==> config.mk <==
export PLATFORM = sky130hd
export DESIGN_NAME = cdg_res_fifo
export DESIGN_NICKNAME = d
export VERILOG_FILES = /design/src/sv/cdg_pkg.sv /design/src/sv/cdg_res_fifo.sv
export SDC_FILE = /design/constraint.sdc
export NUM_CORES = 1
export LEC_CHECK = 0
export BUFFER_PORTS_ARGS = -buffer_cell sky130_fd_sc_hd__buf_2
export CAP_MARGIN = 0
export CORE_UTILIZATION = 40
export CTS_BUF_LIST = sky130_fd_sc_hd__clkbuf_8 sky130_fd_sc_hd__clkbuf_16
export CTS_CLUSTER_DIAMETER = 80
export CTS_CLUSTER_SIZE = 30
export DETAILED_ROUTE_END_ITERATION = 8
export HOLD_SLACK_MARGIN = 0.08
export SYNTH_ARGS = -nofsm -noshare
export SYNTH_HDL_FRONTEND = slang
export SYNTH_SLANG_ARGS = --single-unit
==> constraint.sdc <==
create_clock -name clk -period 6.49 [get_ports clk]
set_input_delay 0.3245 -clock clk [delete_from_list [all_inputs] [get_ports clk]]
set_output_delay 0.3245 -clock clk [all_outputs]
set_load 0.03 [all_outputs]
==> src/sv/cdg_pkg.sv <==
// Shared types and constants for the masked central-difference gradient block.
// No dependencies; imported by the result queue and the top level.
package cdg_pkg;

	localparam int GRAD_BITS = 17;
	localparam int POS_BITS  = 11;
	localparam int CFG_BITS  = 12;

	localparam logic [1:0] REG_ROW_COUNT = 2'd0;
	localparam logic [1:0] REG_COL_COUNT = 2'd1;
	localparam logic [1:0] REG_MASK_ON   = 2'd2;

	localparam logic [CFG_BITS-1:0] ROW_COUNT_RST = 12'd480;
	localparam logic [CFG_BITS-1:0] COL_COUNT_RST = 12'd640;
	localparam logic [CFG_BITS-1:0] MIN_DIM       = 12'd3;
	localparam logic [CFG_BITS-1:0] MAX_ROWS      = 12'd2048;

	localparam int RES_DEPTH = 8;
	localparam int RES_AW    = $clog2(RES_DEPTH);
	localparam int RES_LW    = RES_AW + 1;
	localparam logic [RES_LW-1:0] LEVEL_LIM_BUSY = RES_LW'(RES_DEPTH - 4);
	localparam logic [RES_LW-1:0] LEVEL_LIM_IDLE = RES_LW'(RES_DEPTH - 2);

	typedef struct packed {
		logic signed [GRAD_BITS-1:0] grad_u;
		logic signed [GRAD_BITS-1:0] grad_v;
		logic                        grad_valid;
		logic [POS_BITS-1:0]         row;
		logic [POS_BITS-1:0]         col;
		logic                        last;
	} res_t;

	typedef struct packed {
		logic push_a;
		logic push_b;
		res_t res_a;
		res_t res_b;
	} push_t;

	typedef struct packed {
		logic [RES_LW-1:0] level;
	} fifo_stat_t;

endpackage

==> src/sv/cdg_res_fifo.sv <==
// Result queue: takes up to two results per cycle and hands out one per transfer.
// Depends on cdg_pkg for the result, push and status types.
module cdg_res_fifo import cdg_pkg::*; (
	input  logic       clk,
	input  logic       arst_n,
	input  push_t      push,
	output fifo_stat_t stat,
	output logic       res_valid,
	input  logic       res_ready,
	output res_t       head
);

	res_t              mem_q [RES_DEPTH];
	logic [RES_AW-1:0] wr_ptr_q;
	logic [RES_AW-1:0] rd_ptr_q;
	logic [RES_LW-1:0] level_q;
	logic              pop;
	logic [RES_AW-1:0] wr_ptr_b;
	logic [RES_LW-1:0] push_cnt;

	assign pop      = res_valid && res_ready;
	assign wr_ptr_b = wr_ptr_q + RES_AW'(1);
	assign push_cnt = RES_LW'(push.push_a) + RES_LW'(push.push_b);

	always_ff @(posedge clk) begin
		if (push.push_a) begin
			mem_q[wr_ptr_q] <= push.res_a;
		end
		if (push.push_b) begin
			mem_q[wr_ptr_b] <= push.res_b;
		end
	end

	always_ff @(posedge clk or negedge arst_n) begin
		if (!arst_n) begin
			wr_ptr_q <= '0;
			rd_ptr_q <= '0;
			level_q  <= '0;
		end else begin
			wr_ptr_q <= wr_ptr_q + push_cnt[RES_AW-1:0];
			if (pop) begin
				rd_ptr_q <= rd_ptr_q + RES_AW'(1);
			end
			level_q <= level_q + push_cnt - RES_LW'(pop);
		end
	end

	assign res_valid  = (level_q != '0);
	assign head       = mem_q[rd_ptr_q];
	assign stat.level = level_q;

endmodule

Word level (Yosys, flattened, before mapping)
Memories as Yosys holds them, arrays and structs flattened.
Cells that the tools add are included.

word-level totals
  bits in registers = 10
  bits in latches = 0
  RAM bits = 464
  ROM bits = 0
  input bits = 121
  output and inout port bits = 63
  logic and storage cells = 16
  memories = 1

cells by class
  add/sub/neg operators = 6
  multipliers = 0
  divide/modulo/power cells = 0
  order comparisons = 0
  equal/unequal tests = 0
  shifts and indexed selects = 0
  muxes and demuxes = 4
  bitwise logic cells = 0
  reduce and logical (&&, ||, !) cells = 2

memories
  memory  depth  width  read ports  clocked after Yosys merged registers in  write ports  RTL line            text
  mem_q   8      58     1           0                                        2            cdg_res_fifo.sv:13  res_t mem_q [RES_DEPTH];

operator list
  operator                                                        number
  3-bit by 1-bit adder with 3-bit output (second input constant)  2
  4-bit by 2-bit adder with 4-bit output                          1
  1-bit 2-to-1 mux                                                4
  4-bit nonzero test                                              1
  4-bit by 1-bit subtractor with 4-bit output                     1
  3-bit by 2-bit adder with 3-bit output                          1
  1-bit by 1-bit adder with 2-bit output                          1
  1-bit logical AND                                               1

Logic depth before layout (Yosys ltp)
Gate-level depths: netlist of the first run.

  word-level depth = 3
  gate-level depth with buffers = 11
  gate-level depth less buffers = 11

Least setup slack after synthesis of the first run
Ideal clock, no wire load.

  path kind = reg-to-reg
  start point = reg wr_ptr_q[0]
  end point = mem mem_q[5][0] (netlist bit) (enable)
  library setup time = 0.554 ns
  arrival = 4.784 ns
  data required time = 5.936 ns
  path slack = 1.152 ns
  cell stages (with the launch flop) = 4
  path buffers = 1
  clock period less this slack = 5.338 ns
  cells stage by stage = dfrtp_1 -> clkbuf_1 -> nand2b_1 -> o21ai_0

RTL lines
  element                 RTL line            text
  from (decl)             cdg_res_fifo.sv:14  logic [RES_AW-1:0] wr_ptr_q;
  from (signal assigned)  cdg_res_fifo.sv:40  wr_ptr_q <= wr_ptr_q + push_cnt[RES_AW-1:0];
  to (decl)               cdg_res_fifo.sv:13

==> results.md, run 1 <==
- **origin of the worst min-delay path** push[108]
- **CTS Buffer Depth** 3
- **Cell Rows** 88
- **number of fillers in the final layout** 5060
- **Worst Path Required** 6680 ps
- **pre-CTS WS** 2503 ps
- **placed insts** 2142
- **TritonCTS clock tree** built
- **Cell Pwr Density** 500.1 mW/mm^2
- **worst voltage drop across the vdd grid** 0.3366 mV
- **Clk pin slew, worst setup/hold paths** 100 ps
- **initial antenna violation count** 11
- **layout cells sized above 1** 62.08%
- **average detailed-routed wire length per instance** 25.95 um
- **synthesized area** 0.02353 mm^2
- **drt initial violations** 781
- **number of buffers created by CTS** 34
- **final hold violations** 0
- **setup ws final** 2552 ps
- **number of flops mapped to enable cells by yosys** 464
- **detailed-router iteration count before antenna repair** 5
- **Gates resized, CTS repair** 0
- **timing startpoint of the critical path** wr_ptr_q[0]
- **largest net degree at the start of global routing** 75
- **setup repair after global routing missed its margin** no
- **number of global-route vias before repair** 13201
- **Setup Crit Path Kind** reg -> reg
- **reg-to-reg critical path startpoint** wr_ptr_q[0]
- **GP Congestion** 0.7197
- **count of non-filler cells in the finished layout** 2207
- **number of warnings printed during yosys synthesis** 0
- **wire length of the first global-routing pass** 85930 um
- **Slew headroom** 27.45%
- **Synth Net Count** 1389
- **Unique masters post-synth** 29
- **sequential cell area fraction in the yosys report** 60.29%
- **clock network latency to the later pin of the worst-skew pair** 570 ps
- **ports placed on the boundary** 184
- **post-route minimum period** 3938 ps
- **Worst setup EP type** register
- **Worst setup SP type** register
- **Port Buffers** 183
- **Critical Path AT** 4130 ps
- **level count of the clock H-tree** 2
- **worst hold path type** in -> reg
- **Post-CTS Repair Setup Buffers** 0
- **average cell area after synthesis** 18.73 um^2
- **residual overflow from global routing** 0
- **CTS sink cnt** 474
- **highest net fanout along the worst path** 59
- **area growth from synthesis to layout** 12.95%
- **status** finished, final reports clean
- **initial core utilization** 40.62%
- **instance count of the mapped netlist** 1256
- **count of antenna-violating nets left after detailed routing** 0
- **Floorplan Core Area** 0.05792 mm^2
- **max-cap check violation count** 0
- **leading register cell type out of synthesis** edfxtp_1
- **number of buffers added to fix hold violations after cts** 2
- **die boundary width** 244.5 um
- **count of final setup violators** 0
- **share of synthesized flip-flops with an asynchronous set or reset** 2.110%
- **max-slew violations** 0
- **final setup skew** 17.73 ps
- **leakage power figure** 0.008775 uW
- **post-synthesis sequential element count** 474
- **number of nets in the layout** 1548
- **Fin Setup TNS** 0 ps
- **total routed wirelength** 57280 um
- **master cell of the clock root buffer** clkbuf_16
- **pin slew with the least headroom to its limit** 1088 ps
- **DP HPWL** 32630 um
- **Fmax achieved** 253.9 MHz
- **Die Ht** 244.5 um
- **number of vias per cell after detailed routing** 5.595
- **global routing usage summed across all routing layers** 19.33%
- **final critical-path share of the clock period** 60.68%
- **DRC** 0
- **total die area** 0.05979 mm^2
- **number of vias in the routed layout** 12348
==> per-stage QoR <==
step | area (um^2) | power (uW) | hold slack, ps | utilization (%)
detailed placement | 25320 | 11160 | 210.0 | 43.73
finish | 26570 | 13290 | 141.5 | 45.88
CTS | 26570 | 13520 | 107.1 | 45.88
floorplan | 23530 | 9307 | 28.91 | -
global placement | 25320 | 11050 | 204.4 | 43.73
global route | 26570 | 13930 | 130.7 | 45.88
==> state kept, by name (all words and copies together), names as in the netlist <==
register  flops
rd_ptr_q      3
mem_q       464
stat          4
wr_ptr_q      3
==> Yosys cell counts (4+ instances only) <==
cell | instances | area share, %
mux2_2 | 494 | 24
edfxtp_1 | 464 | 59
mux4_2 | 116 | 11
buf_2 | 51 | 1.1
mux2_1 | 29 | 1.4
clkbuf_1 | 20 | 0.32
dfrtp_1 | 10 | 1.1
ha_1 | 10 | 0.53
inv_1 | 10 | 0.16
buf_1 | 6 | 0.096
nand2_1 | 6 | 0.096
buf_4 | 5 | 0.16
nor2_1 | 4 | 0.064
o22ai_1 | 4 | 0.11
==> worst max-delay path, stage by stage, from the launching register on <==
cell and delay, ps:
dfrtp_1 490, ha_1 450, nor3b_1 580, nand2_4 730, o21ai_4 700, buf_4 610
==> where the power goes <==
part / switching [uW] / internal [uW]
Combinational: 3330 / 2420
Clock: 1230 / 1120
Sequential: 445 / 4740
Total: 5010 / 8280
==> worst paths after layout <==
kind                                endpoint  slack [ps]  depth (start not counted)
worst max-delay path            mem_q[5][33]        2550                          5
worst min register to register       stat[0]         550                          1
worst max register to register  mem_q[5][33]        2550                          5
min in group asynchronous            stat[1]         160                          2
max in group asynchronous        rd_ptr_q[0]        6100                          2
worst min-delay path            mem_q[4][50]         140                          2
==> cell families after synthesis <==
| kind of cell | after synthesis | share of synthesized area (%) |
|---|---|---|
| XOR/XNOR | 7 | 0.2926 |
| AO/OA/AOI/OAI | 8 | 0.2021 |
| adder cells (fa/ha/maj) | 12 | 0.7020 |
| multiplexers | 639 | 36.14 |
| flip-flops | 474 | 60.29 |
| AND/OR/NAND/NOR | 24 | 0.5637 |
| buffers and inverters | 92 | 1.819 |
==> area by class of cell <==
type	count	area [um^2]	share of cell area, %
clock inverter	26	349.1	1.314
clock buffer	35	875.8	3.296
sequential	474	14190	53.42
tap	765	957.2	3.602
timing repair buffer	205	1099	4.134
multi-input combinational	690	9056	34.08
inverter	10	37.54	0.1412
antenna	2	5.005	0.01883
==> routing by layer <==
metal,vias up,part of all wire (%),GRT usage (%)
met5,-,0.15,0
met4,14,1.3,3.382
met3,56,4.4,3.589
met2,228,51,33.49
met1,6572,43,25.50
li1,5478,-,-
==> cell usage in the layout (no fill, tap or decap), drive strengths merged <==
| cell type | synthesis | routed |
|---|---|---|
| mux2 | 523 | 523 |
| edfxtp | 464 | 464 |
| buf | 62 | 203 |
| mux4 | 116 | 116 |
| clkbuf | 20 | 35 |
| inv | 10 | 22 |
| clkinv | 0 | 12 |
| ha | 10 | 10 |
| dfrtp | 10 | 10 |
| nand2 | 6 | 6 |
| nor2 | 4 | 4 |
| o22ai | 4 | 4 |
| xor2 | 4 | 4 |
| nor3 | 4 | 4 |
| xnor2 | 3 | 3 |
| nand2b | 3 | 3 |
| diode | 0 | 2 |
| nand3 | 2 | 2 |
| o21ai | 2 | 2 |
| or2 | 2 | 2 |
| fa | 2 | 2 |
| dlygate4sd3 | 0 | 2 |
| or3b | 1 | 1 |
| nand3b | 1 | 1 |
| nor3b | 1 | 1 |
| a21o | 1 | 1 |
| a21oi | 1 | 1 |
| bufinv | 0 | 1 |
| clkinvlp | 0 | 1 |
No activity file was read; power rests on OpenSTA's default activity.
==> run 2: changes to the inputs <==
==> constraint.sdc (replaced) <==
create_clock -name clk -period 3.7 [get_ports clk]
set_input_delay 0.185 -clock clk [delete_from_list [all_inputs] [get_ports clk]]
set_output_delay 0.185 -clock clk [all_outputs]
set_load 0.03 [all_outputs]
==> results.md, run 2 (same netlist as run 1, synthesis figures left out) <==
- **status** finished, final reports clean
- **capture instance of the worst register-to-register path** mem_q[3][29]
- **Worst setup EP type** register
- **setup slack of the worst register-to-register path** 360 ps
- **leakage power figure** 0.009603 uW
- **Die Ht** 244.5 um
- **Port Buffers** 183
- **average detailed-routed wire length per instance** 25.56 um
- **final hold violations** 0
- **total routed wirelength** 61370 um
- **GP Congestion** 0.7123
- **Fmax achieved** 299.8 MHz
- **number of nets in the layout** 1742
- **master cell of the clock root buffer** clkbuf_16
- **CP max stage delay** 580 ps
- **wire length of the first global-routing pass** 92380 um
- **pre-CTS WS** 952.5 ps
- **critical path endpoint** mem_q[3][29]
- **area growth from synthesis to layout** 21.35%
- **timing startpoint of the critical path** wr_ptr_q[0]
- **number of vias per cell after detailed routing** 5.500
- **Slew headroom** 41.81%
- **setup ws final** 364.8 ps
- **number of vias in the routed layout** 13206
- **max-slew violations** 0
- **total die area** 0.05979 mm^2
- **count of final setup violators** 0
- **worst voltage drop across the vdd grid** 0.5160 mV
- **initial antenna violation count** 4
- **register containing the most flip-flops in the final layout** mem_q
- **commonest cells after routing, fill and taps aside** mux2_2, edfxtp_1, buf_2
- **CTS Buffer Depth** 3
- **Cell Pwr Density** 836.1 mW/mm^2
- **Cell Rows** 88
- **Slowest-stage cell, CP** buf_4
- **number of global-route vias before repair** 14196
- **final standard cell utilization of the core** 49.30%
- **flip-flop count of the largest register after layout** 464
- **CP cell instances** ha_1 > nand3b_1 > nor2_4 > buf_4 > mux2_2 > dlygate4sd3_1
- **reg-to-reg critical path startpoint** wr_ptr_q[0]
- **DRC** 0
- **layout cells sized above 1** 55.73%
- **drt initial violations** 971
- **number of buffers created by CTS** 31
- **global routing usage summed across all routing layers** 20.71%
- **logic depth of the worst register-to-register path** 6
- **Critical Path AT** 3690 ps
- **final setup skew** 14.48 ps
- **Floorplan Core Area** 0.05792 mm^2
- **Worst Path Required** 4060 ps
- **max-cap check violation count** 0
- **largest net degree at the start of global routing** 59
- **clock network latency to the later pin of the worst-skew pair** 610 ps
- **Gates resized, CTS repair** 0
- **final critical-path share of the clock period** 90.14%
- **number of fillers in the final layout** 4948
- **setup repair after global routing missed its margin** no
- **detailed-router iteration count before antenna repair** 5
- **level count of the clock H-tree** 1
- **post-route minimum period** 3335 ps
- **pin slew with the least headroom to its limit** 869.6 ps
- **worst hold path type** in -> reg
- **Worst setup SP type** register
- **most frequent standard cell in the layout excluding fill and tap cells** mux2_2
- **initial core utilization** 40.62%
- **die boundary width** 244.5 um
- **DP HPWL** 32890 um
- **CTS sink cnt** 474
- **ports placed on the boundary** 184
- **Clk pin slew, worst setup/hold paths** 80 ps
- **Setup Crit Path Kind** reg -> reg
- **count of antenna-violating nets left after detailed routing** 0
- **residual overflow from global routing** 0
- **TritonCTS clock tree** built
- **highest net fanout along the worst path** 32
run 2: metrics by stage:
stage / instance area (um^2) / instances / power [uW] / hold slack [ps] / TNS [ps]
2_1_floorplan: 23540 / 1256 / 16270 / -110.6 / -123080
3_3_place_gp: 25670 / 2162 / 19950 / 77.40 / 0
3_5_place_dp: 25670 / 2162 / 20080 / 78.19 / 0
4_1_cts: 28540 / 2398 / 24170 / 234.1 / 0
5_1_grt: 28550 / 2400 / 24940 / 288.0 / 0
6_report: 28550 / 2401 / 23870 / 276.1 / 0
run 2: what timing repair did:
action | CTS | global route
endpoints found under the hold margin | 478 | 0
hold buffers | 179 | 0
setup buffers | 0 | 0
run 2: power by group:
part	leakage, uW	internal [uW]	switching [uW]
combinational	0.00471	4800	6290
clock	0.000523	1670	2100
sequential	0.00437	8290	719
total	0.00960	14800	9110
run 2: worst max-delay path, delay by kind of cell (launching register included):
kind | cells | cell delay [ps]
buffers and inverters | 2 | 1140
and+or+nand+nor | 2 | 560
DFF | 1 | 490
adders and majority gates | 1 | 480
muxes | 1 | 400
run 2: worst min-delay path by stage:
stage	slack, ps	depth (start not counted)	to	startpoint
after floorplan	-110	0	rd_ptr_q[0]	arst_n
after global placement	80	1	stat[3]	arst_n
after detailed placement	80	1	stat[2]	arst_n
after CTS	230	3	wr_ptr_q[1]	push[116]
after global routing	290	3	wr_ptr_q[1]	push[116]
final	280	3	wr_ptr_q[1]	push[116]
run 2: area by class of cell:
type	instances	area, um^2	area share, %
clock buffers	31	775.7	2.717
multi-input cells	690	9056	31.72
inverters	10	37.54	0.1315
repair buffers	402	3221	11.28
diodes	3	7.507	0.02630
clock inverters	26	300.3	1.052
well taps	765	957.2	3.353
flip-flops and latches	474	14190	49.72
run 2: per-layer routing:
layer | part of all wire [%] | track usage (%) | routed length [um] | vias up
met5 | 0.037 | 0 | 23 | -
met2 | 48 | 34.15 | 29550 | 281
met1 | 47 | 29.78 | 28570 | 6987
met3 | 3.8 | 2.173 | 2336 | 59
met4 | 1.4 | 4.007 | 881 | 4
li1 | - | - | - | 5875
